[src/rtl/i2cm_pkg.sv]
// ----------------------------------------------------------------------------
// i2cm_pkg
// Shared constants and types for the I2C bus master.
// ----------------------------------------------------------------------------
package i2cm_pkg;

    localparam logic [3:0] P_IDLE       = 4'd0;
    localparam logic [3:0] P_START_REL  = 4'd1;
    localparam logic [3:0] P_START_HIGH = 4'd2;
    localparam logic [3:0] P_START_LOW  = 4'd3;
    localparam logic [3:0] P_BIT_LOW    = 4'd4;
    localparam logic [3:0] P_BIT_HIGH   = 4'd5;
    localparam logic [3:0] P_ACK_LOW    = 4'd6;
    localparam logic [3:0] P_ACK_HIGH   = 4'd7;
    localparam logic [3:0] P_STOP_LOW   = 4'd8;
    localparam logic [3:0] P_STOP_HIGH  = 4'd9;

    localparam logic [2:0] J_WRITE = 3'd0;
    localparam logic [2:0] J_SBYTE = 3'd1;
    localparam logic [2:0] J_MCODE = 3'd2;
    localparam logic [2:0] J_ADDR1 = 3'd3;
    localparam logic [2:0] J_ADDR2 = 3'd4;
    localparam logic [2:0] J_ADDR3 = 3'd5;
    localparam logic [2:0] J_READ  = 3'd6;
    localparam logic [2:0] J_STOP  = 3'd7;

    localparam logic [2:0] REQ_SELECT   = 3'd1;
    localparam logic [2:0] REQ_WRITE    = 3'd2;
    localparam logic [2:0] REQ_READ     = 3'd3;
    localparam logic [2:0] REQ_STOP     = 3'd4;
    localparam logic [2:0] REQ_RESERVED = 3'd7;

    localparam logic [2:0] ST_OK       = 3'd0;
    localparam logic [2:0] ST_ADDR_NAK = 3'd1;
    localparam logic [2:0] ST_DATA_NAK = 3'd2;
    localparam logic [2:0] ST_ARB_LOST = 3'd3;
    localparam logic [2:0] ST_REJECTED = 3'd4;

    localparam logic [2:0] REG_HALF  = 3'd0;
    localparam logic [2:0] REG_FS    = 3'd1;
    localparam logic [2:0] REG_HS    = 3'd2;
    localparam logic [2:0] REG_MCODE = 3'd3;
    localparam logic [2:0] REG_SBYTE = 3'd4;

    typedef struct packed {
        logic [15:0] half_period;
        logic [15:0] fs_half_period;
        logic        hs_enable;
        logic [1:0]  hs_code;
        logic        start_byte_enable;
    } t_cfg;

    typedef struct packed {
        logic [2:0]  req_type;
        logic [15:0] address;
        logic        read_mode;
        logic [7:0]  write_data;
        logic        ack_after_read;
        logic        sda_in;
        logic        scl_in;
    } t_req;

    typedef struct packed {
        logic       sda_release;
        logic       scl_release;
        logic       busy_res;
        logic       done_res;
        logic [2:0] status;
        logic [7:0] read_data;
    } t_res;

endpackage

[src/rtl/i2cm_regs.sv]
// ----------------------------------------------------------------------------
// i2cm_regs
// APB register file holding the bus timing and selection options.
// ----------------------------------------------------------------------------
module i2cm_regs (
    input  logic           i_clk,
    input  logic           i_rst_n,
    input  logic           psel,
    input  logic           penable,
    input  logic           pwrite,
    input  logic [4:0]     paddr,
    input  logic [31:0]    pwdata,
    output logic [31:0]    prdata,
    output logic           pready,
    output i2cm_pkg::t_cfg o_cfg
);
    i2cm_pkg::t_cfg r_cfg;
    logic [2:0]     w_idx;

    assign w_idx  = paddr[4:2];
    assign pready = 1'b1;
    assign o_cfg  = r_cfg;

    always_ff @(posedge i_clk) begin
        if (!i_rst_n) begin
            r_cfg.half_period       <= 16'd5;
            r_cfg.fs_half_period    <= 16'd3;
            r_cfg.hs_enable         <= 1'b0;
            r_cfg.hs_code           <= 2'd0;
            r_cfg.start_byte_enable <= 1'b0;
        end else if (psel && penable && pwrite) begin
            case (w_idx)
                i2cm_pkg::REG_HALF:  r_cfg.half_period       <= pwdata[15:0];
                i2cm_pkg::REG_FS:    r_cfg.fs_half_period    <= pwdata[15:0];
                i2cm_pkg::REG_HS:    r_cfg.hs_enable         <= pwdata[0];
                i2cm_pkg::REG_MCODE: r_cfg.hs_code           <= pwdata[1:0];
                i2cm_pkg::REG_SBYTE: r_cfg.start_byte_enable <= pwdata[0];
                default: ;
            endcase
        end
    end

    always_comb begin
        case (w_idx)
            i2cm_pkg::REG_HALF:  prdata = {16'd0, r_cfg.half_period};
            i2cm_pkg::REG_FS:    prdata = {16'd0, r_cfg.fs_half_period};
            i2cm_pkg::REG_HS:    prdata = {31'd0, r_cfg.hs_enable};
            i2cm_pkg::REG_MCODE: prdata = {30'd0, r_cfg.hs_code};
            i2cm_pkg::REG_SBYTE: prdata = {31'd0, r_cfg.start_byte_enable};
            default:             prdata = 32'd0;
        endcase
    end
endmodule

[src/rtl/i2cm_seq.sv]
// ----------------------------------------------------------------------------
// i2cm_seq
// Bus sequencer: advances the line state by one tick per accepted request.
// ----------------------------------------------------------------------------
module i2cm_seq (
    input  logic           i_clk,
    input  logic           i_rst_n,
    input  logic           i_step,
    input  i2cm_pkg::t_req i_req,
    input  i2cm_pkg::t_cfg i_cfg,
    output i2cm_pkg::t_res o_res
);
    logic [3:0]  r_phase, n_phase;
    logic [15:0] r_tick, n_tick;
    logic [3:0]  r_bit, n_bit;
    logic [7:0]  r_shift, n_shift;
    logic [2:0]  r_job, n_job;
    logic [15:0] r_addr, n_addr;
    logic        r_rd, n_rd;
    logic        r_ack, n_ack;
    logic        r_sda, n_sda;
    logic        r_scl, n_scl;

    logic        done;
    logic [2:0]  st;
    logic [7:0]  rd;
    logic        high, ten;
    logic [15:0] half, tick_inc, a;

    function automatic logic [7:0] job_byte(input logic [2:0] j, input logic [15:0] aw,
                                            input logic rl, input logic [1:0] mc);
        logic [7:0] b;
        begin
            case (j)
                i2cm_pkg::J_SBYTE: b = 8'h01;
                i2cm_pkg::J_MCODE: b = {6'd0, mc};
                i2cm_pkg::J_ADDR1: b = (aw[15:11] == 5'b11110) ? aw[15:8]
                                                               : (aw[7:0] | {7'd0, rl});
                i2cm_pkg::J_ADDR2: b = aw[7:0];
                default:           b = aw[15:8] | 8'h01;
            endcase
            return b;
        end
    endfunction

    always_comb begin
        n_phase = r_phase; n_tick = r_tick; n_bit = r_bit; n_shift = r_shift;
        n_job = r_job; n_addr = r_addr; n_rd = r_rd; n_ack = r_ack;
        n_sda = r_sda; n_scl = r_scl;
        done = 1'b0; st = i2cm_pkg::ST_OK; rd = 8'd0;
        ten = (r_addr[15:11] == 5'b11110);
        half = (r_job == i2cm_pkg::J_MCODE) ? i_cfg.fs_half_period : i_cfg.half_period;
        if (half == 16'd0) half = 16'd1;
        high = (r_phase == i2cm_pkg::P_START_HIGH) || (r_phase == i2cm_pkg::P_BIT_HIGH) ||
               (r_phase == i2cm_pkg::P_ACK_HIGH) || (r_phase == i2cm_pkg::P_STOP_HIGH);
        tick_inc = r_tick + 16'd1;
        a = i_req.address;

        if (r_phase != i2cm_pkg::P_IDLE && !(high && r_tick == 16'd0 && !i_req.scl_in)) begin
            n_tick = tick_inc;
            if ({1'b0, tick_inc} >= {1'b0, half} || tick_inc == 16'd0) begin
                n_tick = 16'd0;
                case (r_phase)
                    i2cm_pkg::P_START_REL: begin
                        n_phase = i2cm_pkg::P_START_HIGH; n_scl = 1'b1;
                    end
                    i2cm_pkg::P_START_HIGH: begin
                        n_phase = i2cm_pkg::P_START_LOW; n_sda = 1'b0;
                    end
                    i2cm_pkg::P_START_LOW: begin
                        n_phase = i2cm_pkg::P_BIT_LOW; n_bit = 4'd7; n_scl = 1'b0;
                        n_sda = (r_job == i2cm_pkg::J_READ) ? 1'b1 : r_shift[7];
                    end
                    i2cm_pkg::P_BIT_LOW: begin
                        n_phase = i2cm_pkg::P_BIT_HIGH; n_scl = 1'b1;
                    end
                    i2cm_pkg::P_BIT_HIGH: begin
                        if (r_job != i2cm_pkg::J_READ && r_shift[r_bit[2:0]] && !i_req.sda_in) begin
                            n_sda = 1'b1; n_scl = 1'b1; n_phase = i2cm_pkg::P_IDLE;
                            done = 1'b1; st = i2cm_pkg::ST_ARB_LOST;
                        end else begin
                            if (r_job == i2cm_pkg::J_READ)
                                n_shift = {r_shift[6:0], i_req.sda_in};
                            n_scl = 1'b0;
                            if (r_bit == 4'd0) begin
                                n_phase = i2cm_pkg::P_ACK_LOW;
                                n_sda = (r_job == i2cm_pkg::J_READ) ? ~r_ack : 1'b1;
                            end else begin
                                n_bit = r_bit - 4'd1;
                                n_phase = i2cm_pkg::P_BIT_LOW;
                                n_sda = (r_job == i2cm_pkg::J_READ) ? 1'b1
                                        : r_shift[n_bit[2:0]];
                            end
                        end
                    end
                    i2cm_pkg::P_ACK_LOW: begin
                        n_phase = i2cm_pkg::P_ACK_HIGH; n_scl = 1'b1;
                    end
                    i2cm_pkg::P_ACK_HIGH: begin
                        if (r_job == i2cm_pkg::J_READ && !r_ack && !i_req.sda_in) begin
                            n_sda = 1'b1; n_scl = 1'b1; n_phase = i2cm_pkg::P_IDLE;
                            done = 1'b1; st = i2cm_pkg::ST_ARB_LOST;
                        end else begin
                            n_scl = 1'b0; n_sda = 1'b1;
                            n_phase = i2cm_pkg::P_IDLE; done = 1'b1;
                            case (r_job)
                                i2cm_pkg::J_READ: rd = r_shift;
                                i2cm_pkg::J_WRITE:
                                    st = i_req.sda_in ? i2cm_pkg::ST_DATA_NAK : i2cm_pkg::ST_OK;
                                i2cm_pkg::J_SBYTE, i2cm_pkg::J_MCODE: begin
                                    done = 1'b0;
                                    n_job = (r_job == i2cm_pkg::J_SBYTE && i_cfg.hs_enable)
                                            ? i2cm_pkg::J_MCODE : i2cm_pkg::J_ADDR1;
                                    n_shift = job_byte(n_job, r_addr, r_rd, i_cfg.hs_code);
                                    n_phase = i2cm_pkg::P_START_REL;
                                end
                                i2cm_pkg::J_ADDR1: begin
                                    if (i_req.sda_in) st = i2cm_pkg::ST_ADDR_NAK;
                                    else if (ten) begin
                                        done = 1'b0;
                                        n_job = i2cm_pkg::J_ADDR2;
                                        n_shift = r_addr[7:0];
                                        n_phase = i2cm_pkg::P_BIT_LOW; n_bit = 4'd7;
                                        n_sda = r_addr[7];
                                    end
                                end
                                i2cm_pkg::J_ADDR2: begin
                                    if (i_req.sda_in) st = i2cm_pkg::ST_ADDR_NAK;
                                    else if (r_rd) begin
                                        done = 1'b0;
                                        n_job = i2cm_pkg::J_ADDR3;
                                        n_shift = r_addr[15:8] | 8'h01;
                                        n_phase = i2cm_pkg::P_START_REL;
                                    end
                                end
                                default:
                                    st = i_req.sda_in ? i2cm_pkg::ST_ADDR_NAK : i2cm_pkg::ST_OK;
                            endcase
                        end
                    end
                    i2cm_pkg::P_STOP_LOW: begin
                        n_phase = i2cm_pkg::P_STOP_HIGH; n_scl = 1'b1;
                    end
                    i2cm_pkg::P_STOP_HIGH: begin
                        n_sda = 1'b1; n_phase = i2cm_pkg::P_IDLE;
                        done = 1'b1;
                    end
                    default: n_phase = i2cm_pkg::P_IDLE;
                endcase
            end
        end

        if (i_req.req_type inside {[i2cm_pkg::REQ_SELECT:i2cm_pkg::REQ_STOP]}) begin
            if (n_phase != i2cm_pkg::P_IDLE) begin
                st = i2cm_pkg::ST_REJECTED;
            end else begin
                n_tick = 16'd0;
                case (i_req.req_type)
                    i2cm_pkg::REQ_SELECT: begin
                        if (a[15:11] == 5'b11110) a = {a[15:9], 1'b0, a[8:1]};
                        else if (a[7:0] == 8'd0) a = {8'd0, a[15:8]};
                        n_addr = a; n_rd = i_req.read_mode;
                        n_job = i_cfg.start_byte_enable ? i2cm_pkg::J_SBYTE
                              : i_cfg.hs_enable ? i2cm_pkg::J_MCODE : i2cm_pkg::J_ADDR1;
                        n_shift = job_byte(n_job, a, i_req.read_mode, i_cfg.hs_code);
                        n_phase = i2cm_pkg::P_START_REL; n_sda = 1'b1;
                    end
                    i2cm_pkg::REQ_WRITE: begin
                        n_job = i2cm_pkg::J_WRITE; n_shift = i_req.write_data;
                        n_phase = i2cm_pkg::P_BIT_LOW; n_bit = 4'd7; n_scl = 1'b0;
                        n_sda = i_req.write_data[7];
                    end
                    i2cm_pkg::REQ_READ: begin
                        n_job = i2cm_pkg::J_READ; n_ack = i_req.ack_after_read;
                        n_phase = i2cm_pkg::P_BIT_LOW; n_bit = 4'd7; n_scl = 1'b0;
                        n_sda = 1'b1;
                    end
                    default: begin
                        n_job = i2cm_pkg::J_STOP; n_phase = i2cm_pkg::P_STOP_LOW;
                        n_sda = 1'b0;
                    end
                endcase
            end
        end
    end

    // State register; the state is held while a result waits downstream.
    always_ff @(posedge i_clk) begin
        if (!i_rst_n) begin
            r_phase <= i2cm_pkg::P_IDLE; r_tick <= 16'd0; r_bit <= 4'd0;
            r_shift <= 8'd0; r_job <= i2cm_pkg::J_WRITE; r_addr <= 16'd0; r_rd <= 1'b0;
            r_ack <= 1'b0; r_sda <= 1'b1; r_scl <= 1'b1;
        end else if (i_step) begin
            r_phase <= n_phase; r_tick <= n_tick; r_bit <= n_bit;
            r_shift <= n_shift; r_job <= n_job; r_addr <= n_addr; r_rd <= n_rd;
            r_ack <= n_ack; r_sda <= n_sda; r_scl <= n_scl;
        end
    end

    always_ff @(posedge i_clk) begin
        if (i_step) begin
            o_res.sda_release <= n_sda;
            o_res.scl_release <= n_scl;
            o_res.busy_res    <= (n_phase != i2cm_pkg::P_IDLE);
            o_res.done_res    <= done;
            o_res.status      <= st;
            o_res.read_data   <= rd;
        end
    end
endmodule

[src/rtl/i2c_bus_master.sv]
// ----------------------------------------------------------------------------
// i2c_bus_master
// I2C master sequencer stepped once per tick, with APB configuration.
//
// Channel  Direction  Handshake             Contents
// in       input      i_in_valid/o_in_stall  request and sampled lines
// out      output     o_out_valid/i_out_stall one tick result
//
// One tick is taken per cycle unless stalled; the result is registered
// and appears in the cycle after acceptance. The single result register
// holds one tick. The input is stalled only while that register is full
// and stalled. Synchronous reset releases both sequencer line states.
// ----------------------------------------------------------------------------
module i2c_bus_master (
    input  logic        i_clk,
    input  logic        i_rst_n,
    input  logic        psel,
    input  logic        penable,
    input  logic        pwrite,
    input  logic [4:0]  paddr,
    input  logic [31:0] pwdata,
    output logic [31:0] prdata,
    output logic        pready,
    input  logic        i_in_valid,
    output logic        o_in_stall,
    input  logic [2:0]  i_req_type,
    input  logic [15:0] i_address,
    input  logic        i_read_mode,
    input  logic [7:0]  i_write_data,
    input  logic        i_ack_after_read,
    input  logic        i_sda_in,
    input  logic        i_scl_in,
    output logic        o_out_valid,
    input  logic        i_out_stall,
    output logic        o_sda_release,
    output logic        o_scl_release,
    output logic        o_busy_res,
    output logic        o_done_res,
    output logic [2:0]  o_status,
    output logic [7:0]  o_read_data
);
    i2cm_pkg::t_cfg cfg;
    i2cm_pkg::t_req req;
    i2cm_pkg::t_res res;
    logic           r_valid;
    logic           step;

    assign o_in_stall = r_valid && i_out_stall;
    assign step       = i_in_valid && !o_in_stall;

    assign req = '{req_type: i_req_type, address: i_address, read_mode: i_read_mode,
                   write_data: i_write_data, ack_after_read: i_ack_after_read,
                   sda_in: i_sda_in, scl_in: i_scl_in};

    i2cm_regs u_regs (
        .i_clk(i_clk), .i_rst_n(i_rst_n), .psel(psel), .penable(penable),
        .pwrite(pwrite), .paddr(paddr), .pwdata(pwdata), .prdata(prdata),
        .pready(pready), .o_cfg(cfg)
    );

    i2cm_seq u_seq (
        .i_clk(i_clk), .i_rst_n(i_rst_n), .i_step(step), .i_req(req),
        .i_cfg(cfg), .o_res(res)
    );

    always_ff @(posedge i_clk) begin
        if (!i_rst_n) begin
            r_valid <= 1'b0;
        end else if (step) begin
            r_valid <= 1'b1;
        end else if (!i_out_stall) begin
            r_valid <= 1'b0;
        end
    end

    assign o_out_valid   = r_valid;
    assign o_sda_release = res.sda_release;
    assign o_scl_release = res.scl_release;
    assign o_busy_res    = res.busy_res;
    assign o_done_res    = res.done_res;
    assign o_status      = res.status;
    assign o_read_data   = res.read_data;
endmodule

[config.mk]
export PLATFORM = sky130hd
export DESIGN_NAME = i2c_bus_master
export DESIGN_NICKNAME = d
export VERILOG_FILES = /design/src/rtl/i2cm_pkg.sv /design/src/rtl/i2cm_regs.sv /design/src/rtl/i2cm_seq.sv /design/src/rtl/i2c_bus_master.sv
export SDC_FILE = /design/constraint.sdc
export NUM_CORES = 1
export LEC_CHECK = 0
export BUFFER_PORTS_ARGS = -buffer_cell sky130_fd_sc_hd__buf_2
export CAP_MARGIN = 20
export CORE_ASPECT_RATIO = 0.8
export CORE_MARGIN = 2
export CORE_UTILIZATION = 45
export DETAILED_ROUTE_END_ITERATION = 12
export PLACE_DENSITY = 0.65
export SYNTH_ARGS = -nofsm -noshare
export SYNTH_HDL_FRONTEND = slang
export SYNTH_SLANG_ARGS = --single-unit
[constraint.sdc]
create_clock -name i_clk -period 7 [get_ports i_clk]
set_input_delay 0 -clock i_clk [delete_from_list [all_inputs] [get_ports i_clk]]
set_output_delay 0 -clock i_clk [all_outputs]
set_load 0.005 [all_outputs]
After elaboration in Yosys (flattened, before gate mapping)
Index checks and enable logic that the tools add are counted.
- latch bits: 0
- output and inout bits: 50
- logic and storage cells: 234
- flip-flop bits (word level): 107
- bits in read-only memories: 0
- bits in writable memories: 0
- memories kept: 0
- add/sub/neg operators: 2
- divide/modulo/power cells: 0
- muxes and demuxes: 117
- $lt $le $gt $ge: 5
- equality and inequality tests: 34
- shift operators: 0
- multipliers: 0
- bitwise operators: 8
- reductions and logical operators: 46
- operators with widths (kind ; number):
    16-bit two-way mux ; 11
    8-bit two-way mux ; 13
    16-bit case mux with 5 select lines ; 1
    4-bit two-way mux ; 19
    8-bit case mux with 4 select lines ; 2
    3-bit two-way mux ; 17
    16-bit zero test ; 3
    1-bit two-way mux ; 33
    4-bit case mux with 8 select lines ; 1
    8-bit case mux with 2 select lines ; 2
    3-bit by 2-bit == test with 1-bit output, second input constant ; 10
    4-bit case mux with 3 select lines ; 2
    8-bit case mux with 3 select lines ; 1
    3-bit case mux with 3 select lines ; 2
    16-bit by 1-bit adder with 16-bit output, second input constant ; 1
    4-bit by 3-bit == test with 1-bit output, second input constant ; 4
    16-bit greater-or-equal comparator ; 1
    8-bit by 1-bit bitwise OR with 8-bit output ; 2
    3-bit by 1-bit == test with 1-bit output, second input constant ; 5
    3-bit == test, second input constant ; 5
    5-bit == test, second input constant ; 3
    1-bit logical AND ; 13
    3-bit case mux with 2 select lines ; 2
    2-bit AND reduction ; 6
    other kinds (28) ; 53

Longest topological paths before layout
- depth after elaboration: 18
- gate-level depth with buffers: 20

Modules after synthesis
From an unflattened synthesis, not the netlist that was laid out.
- cells, all modules: 922
- area, all modules: 7589.8 µm²
- by module, submodules not included (module ; cells an instance ; times used ; sequential area each (µm²) ; area an instance (µm²)):
    i2cm_seq ; 707 ; 1 ; 1551.5 ; 5674.2
    i2cm_regs ; 211 ; 1 ; 720.7 ; 1873.0
    i2c_bus_master ; 4 ; 1 ; 20.0 ; 42.5

Least setup slack after synthesis
No wires, ideal clock.
- kind: reg-to-reg
- start point: register u_seq.r_job[1]
- end point: register u_seq.r_addr[3]
- required time: 6.928 ns
- arrival: 4.735 ns
- cell stages (with the launch flop): 21
- slack: 2.193 ns
- clock period less this slack: 4.807 ns
- setup time: 0.072 ns
- path through: dfxtp_1 clkbuf_1 nor3b_1 buf_1 clkbuf_1 mux2i_1 nand4_1 or4_1 nand2_1 ha_1 nor2_1 a21oi_1 o41a_1 o21ai_0 o211ai_4 a31o_2 buf_2 nand4_1 buf_2 nor2_1 nor3b_2
- cells in the longest elaborated chain, start to end: 11
- elaborated cells on any way between the ends: 25
- classes of those cells: order compare: 1; eq/ne: 6; mux: 8; bitwise: 1; reduce/logical: 9
- RTL lines (what ; RTL line ; RTL):
    from (decl) ; i2cm_seq.sv:17 ; logic [2:0] r_job, n_job;
    from (signal assigned) ; i2cm_seq.sv:195 ; r_shift <= n_shift; r_job <= n_job; r_addr <= n_addr; r_rd <= n_rd;
    3-bit by 2-bit == test with 1-bit output ; i2cm_seq.sv:52, i2cm_seq.sv:106 ;
    16-bit two-way mux ; i2cm_seq.sv:52 ; half = (r_job == i2cm_pkg::J_MCODE) ? i_cfg.fs_half_period : i_cfg.half_period;
    16-bit zero test ; i2cm_seq.sv:53 ; if (half == 16'd0) half = 16'd1;
    16-bit two-way mux ; i2cm_seq.sv:53 ;
    16-bit greater-or-equal comparator ; i2cm_seq.sv:61 ; if ({1'b0, tick_inc} >= {1'b0, half} || tick_inc == 16'd0) begin
    1-bit logical OR ; i2cm_seq.sv:61 ;
    4-bit two-way mux (*) ; i2cm_seq.sv:61 ;
    4-bit two-way mux (*) ; i2cm_seq.sv:59 ; if (r_phase != i2cm_pkg::P_IDLE && !(high && r_tick == 16'd0 && !i_req.scl_in)) begin
    4-bit nonzero test (*) ; i2cm_seq.sv:154 ; if (n_phase != i2cm_pkg::P_IDLE) begin
    1-bit NOT (no line) (*) ; -- ;
    4-bit AND reduction (no line) (*) ; -- ;
    to (signal assigned) ; i2cm_seq.sv:195 ;
    to (decl) ; i2cm_seq.sv:18 ; logic [15:0] r_addr, n_addr;
Every way passes the cells marked *; elsewhere a longest branch is shown, timed or not.
A chain may end at the register's enable or synchronous reset.

Final worst setup path
- start point: register u_seq.r_job[1]
- end point: register u_seq.r_addr[11]
The elaborated chain is that of the path after synthesis.

==> results.ini <==
[outcome]
status=finished, final reports clean

[sta]
slew_violations=0
setup_tns_ns=0
finalHoldViolCount=0
hold_slack_ns=0.00341
final.min_clock_period_ns=5.49
maxSlewHeadroom_pct=34.6
skew_ns=0.0125
rsz0062_at_grt=false
max_freq_mhz=182
min_period_over_period_pct=78.4
tightest_slew_ns=0.974
setup_viol=0

[route]
route.met3.wl_um=1360
vias_per_cell=5.89
drt-total-wl_um=20600
firstDrtPassIters=5
drc=0
num_vias=7142
top_layer=met4
wl_per_cell_um=17.0
ant_nets=0
wirelength_met1_um=10700
first_iter_violations=610
wl_met2_um=8310

[power_and_ir_drop]
clock_power_share_pct=38.1
p_switching_mw=0.457
p_int_mw=1.04
swShare_pct=30.5
pwr-share-comb_pct=17.0
power_density_nw_per_um2=178
worst_ir_drop_vdd_mv=0.134
static-leakage-power_nw=3.19
p_seq_share_pct=44.9

[clock_network]
cts.sinks=107
cts_resized=0
cts_setup_buffers=0
h-tree-depth=3
clockRootBuffer=clkbuf_16
clk_pin_slew_ns=0.09
tritoncts.num_buffers=9
clock_path_buffers=2
hold_buffers=28
cts_tree=yes
insertion_delay_ns=0.37

[floorplan]
die_height_um=118
start_util_pct=46.2
num_rows=41
core_um2=15900
pin_count=125
dieArea_um2=17300
fp.dieW_um=147

[worst_hold_path]
holdCritStartpoint=i_address[5]
hold_depth=3
hp-class=primary input to flip-flop

[layout]
drive_above_1_share_pct=13.5
fin_cells=1213
fillerInstances=1532
final_util_pct=53.1
area_growth_syn_to_layout_pct=15.0
diodes=0
nets=1087

[critical_path]
cp_max_fo=20
critPathLaunch=u_seq.r_job[1]$_SDFFE_PN0P_
r2r.worst_path.cells=16
crit_type=flip-flop to flip-flop
endpoint_kind=flip-flop
crit_arrival_ns=5.76
reg2reg_from=u_seq.r_job[1]$_SDFFE_PN0P_
cp.required_ns=7.27
start_kind=flip-flop

[global_routing]
grt_pass1_vias=6351
grt_pass1_wl_um=33500
gr-total-overflow=0
antenna_found_initial=0
grt_max_degree=92
grt_use_total_pct=23.8

[synthesis]
ys_seq_elements=107
synth_edf_count=15
ys_warn_count=0
synth_cells=923
syn_area_per_cell_um2=7.93
yosysTopAreaCell=dfxtp_1
synthTopCellsByCount=nand2_1 (140), dfxtp_1 (92), nor2_1 (61)
synth.area.top_cells=dfxtp_1 (25%), nand2_1 (7.2%), edfxtp_1 (6.2%), mux2i_1 (5.3%), o21ai_0 (3.6%)
ys.flop_type=dfxtp_1
async_reset_ff_share_pct=0
synth_area_um2=7320
yosysSeqAreaShare_pct=31.3
synth.most_common_cell=nand2_1
synth_cell_type_count=71
synth_top_area_share_pct=25.2

[place]
gp_congestion=0.894
dp_cells=1169
io_buffers=89
hpwl_um=14600

[job]
drv_cap=0

critical path, stage by stage (launching register included):
cell and delay (ns):
dfxtp_1 0.73, nor3b_2 0.27, buf_4 0.33, mux2i_1 0.46, nand4_1 0.15, or4_1 0.53, nand2_1 0.08, ha_1 0.22
nor2_1 0.08, a21oi_1 0.07, o41a_1 0.37, o21ai_0 0.59, o211ai_4 0.26, a31o_2 0.36, nand4_1 0.54, nor3b_1 0.12
o21a_1 0.19
kinds of logic (layout without fill, tap and decap cells):
kind of cell    count (synthesis)  after routing  synth area share [%]
simple gates                  361            361                  24.2
mux                            45             45                  7.03
fa+ha+maj                      19             19                  3.25
xor+xnor                       19             19                  2.27
other cells                     2             17                 0.103
buf+inv                        99            159                  6.19
flops                         107            107                  31.3
compound gates                271            271                  25.7
power groups by stage:
stage	combinational [mW]	sequential, mW	clock, mW
after global placement	0.237	0.687	0
after floorplan	0.183	0.668	0
after detailed placement	0.238	0.687	0
after CTS	0.250	0.673	0.582
final	0.255	0.674	0.572
after global routing	0.279	0.678	0.609
layout make-up:
class | instances | area [um2] | share of cell area, %
Inverter | 21 | 78.8 | 0.937
Multi-Input combinational cell | 732 | 4660 | 55.4
Tap cell | 215 | 269 | 3.20
Clock inverter | 7 | 123 | 1.46
Sequential cell | 107 | 2290 | 27.2
Clock buffer | 9 | 225 | 2.68
Timing Repair Buffer | 122 | 763 | 9.07
cell usage in the layout, fill, tap and decap left out, types with 6 or more instances in the layout:
cell type,netlist,final
nand4_1,15,15
a31oi_1,10,10
clkbuf_16,0,9
o211ai_1,14,14
a211oi_1,6,6
nand3_1,29,29
dfxtp_1,92,92
a22o_1,8,8
nor2b_1,15,15
xnor2_1,14,14
a21boi_0,30,30
a21boi_1,10,10
nand2b_1,11,11
mux2i_1,39,39
a211o_1,6,6
a32o_1,14,14
o21a_1,10,10
nor4_1,11,9
edfxtp_1,15,15
nor2_1,61,61
dlygate4sd3_1,0,28
ha_1,19,19
o22ai_1,8,8
and2_1,18,18
a22oi_1,13,13
and3_1,13,13
or4_1,6,6
nor3_1,14,14
a21oi_1,50,50
buf_2,8,89
o21ai_0,53,53
nand2_1,140,140
conb_1,2,17
inv_1,20,20
nor3b_1,7,6
final timing paths:
path              slack (ns)                            end
setup / recovery        1.51  u_seq.r_addr[11]$_SDFFE_PN0P_
hold / removal         0.003   u_seq.r_addr[4]$_SDFFE_PN0P_
setup reg to reg        1.51  u_seq.r_addr[11]$_SDFFE_PN0P_
hold reg to reg         0.45   u_seq.r_addr[6]$_SDFFE_PN0P_
per-layer routing:
metal	track usage, %	up-vias
met2	33.2	257
met3	3.76	26
li1	-	3484
met5	0	-
met4	5.76	0
met1	37.7	3375
per-stage QoR:
stage / instance area (um2) / power, mW / setup WS [ns]
after floorplan: 7370 / 0.851 / 2.19
after global placement: 7790 / 0.924 / 1.68
after detailed placement: 7790 / 0.925 / 1.67
after CTS: 8420 / 1.51 / 1.61
after global routing: 8420 / 1.57 / 1.28
final: 8420 / 1.50 / 1.51
flip-flops by register name, indices dropped and copies added (netlist names), 3 cells and up:
signal,count
u_seq.r_addr,16
u_seq.r_shift,8
u_seq.o_res,15
u_seq.r_phase,4
u_regs.o_cfg,36
u_seq.r_tick,16
u_seq.r_bit,4
u_seq.r_job,3
No activity file was read; power rests on OpenSTA's default activity.
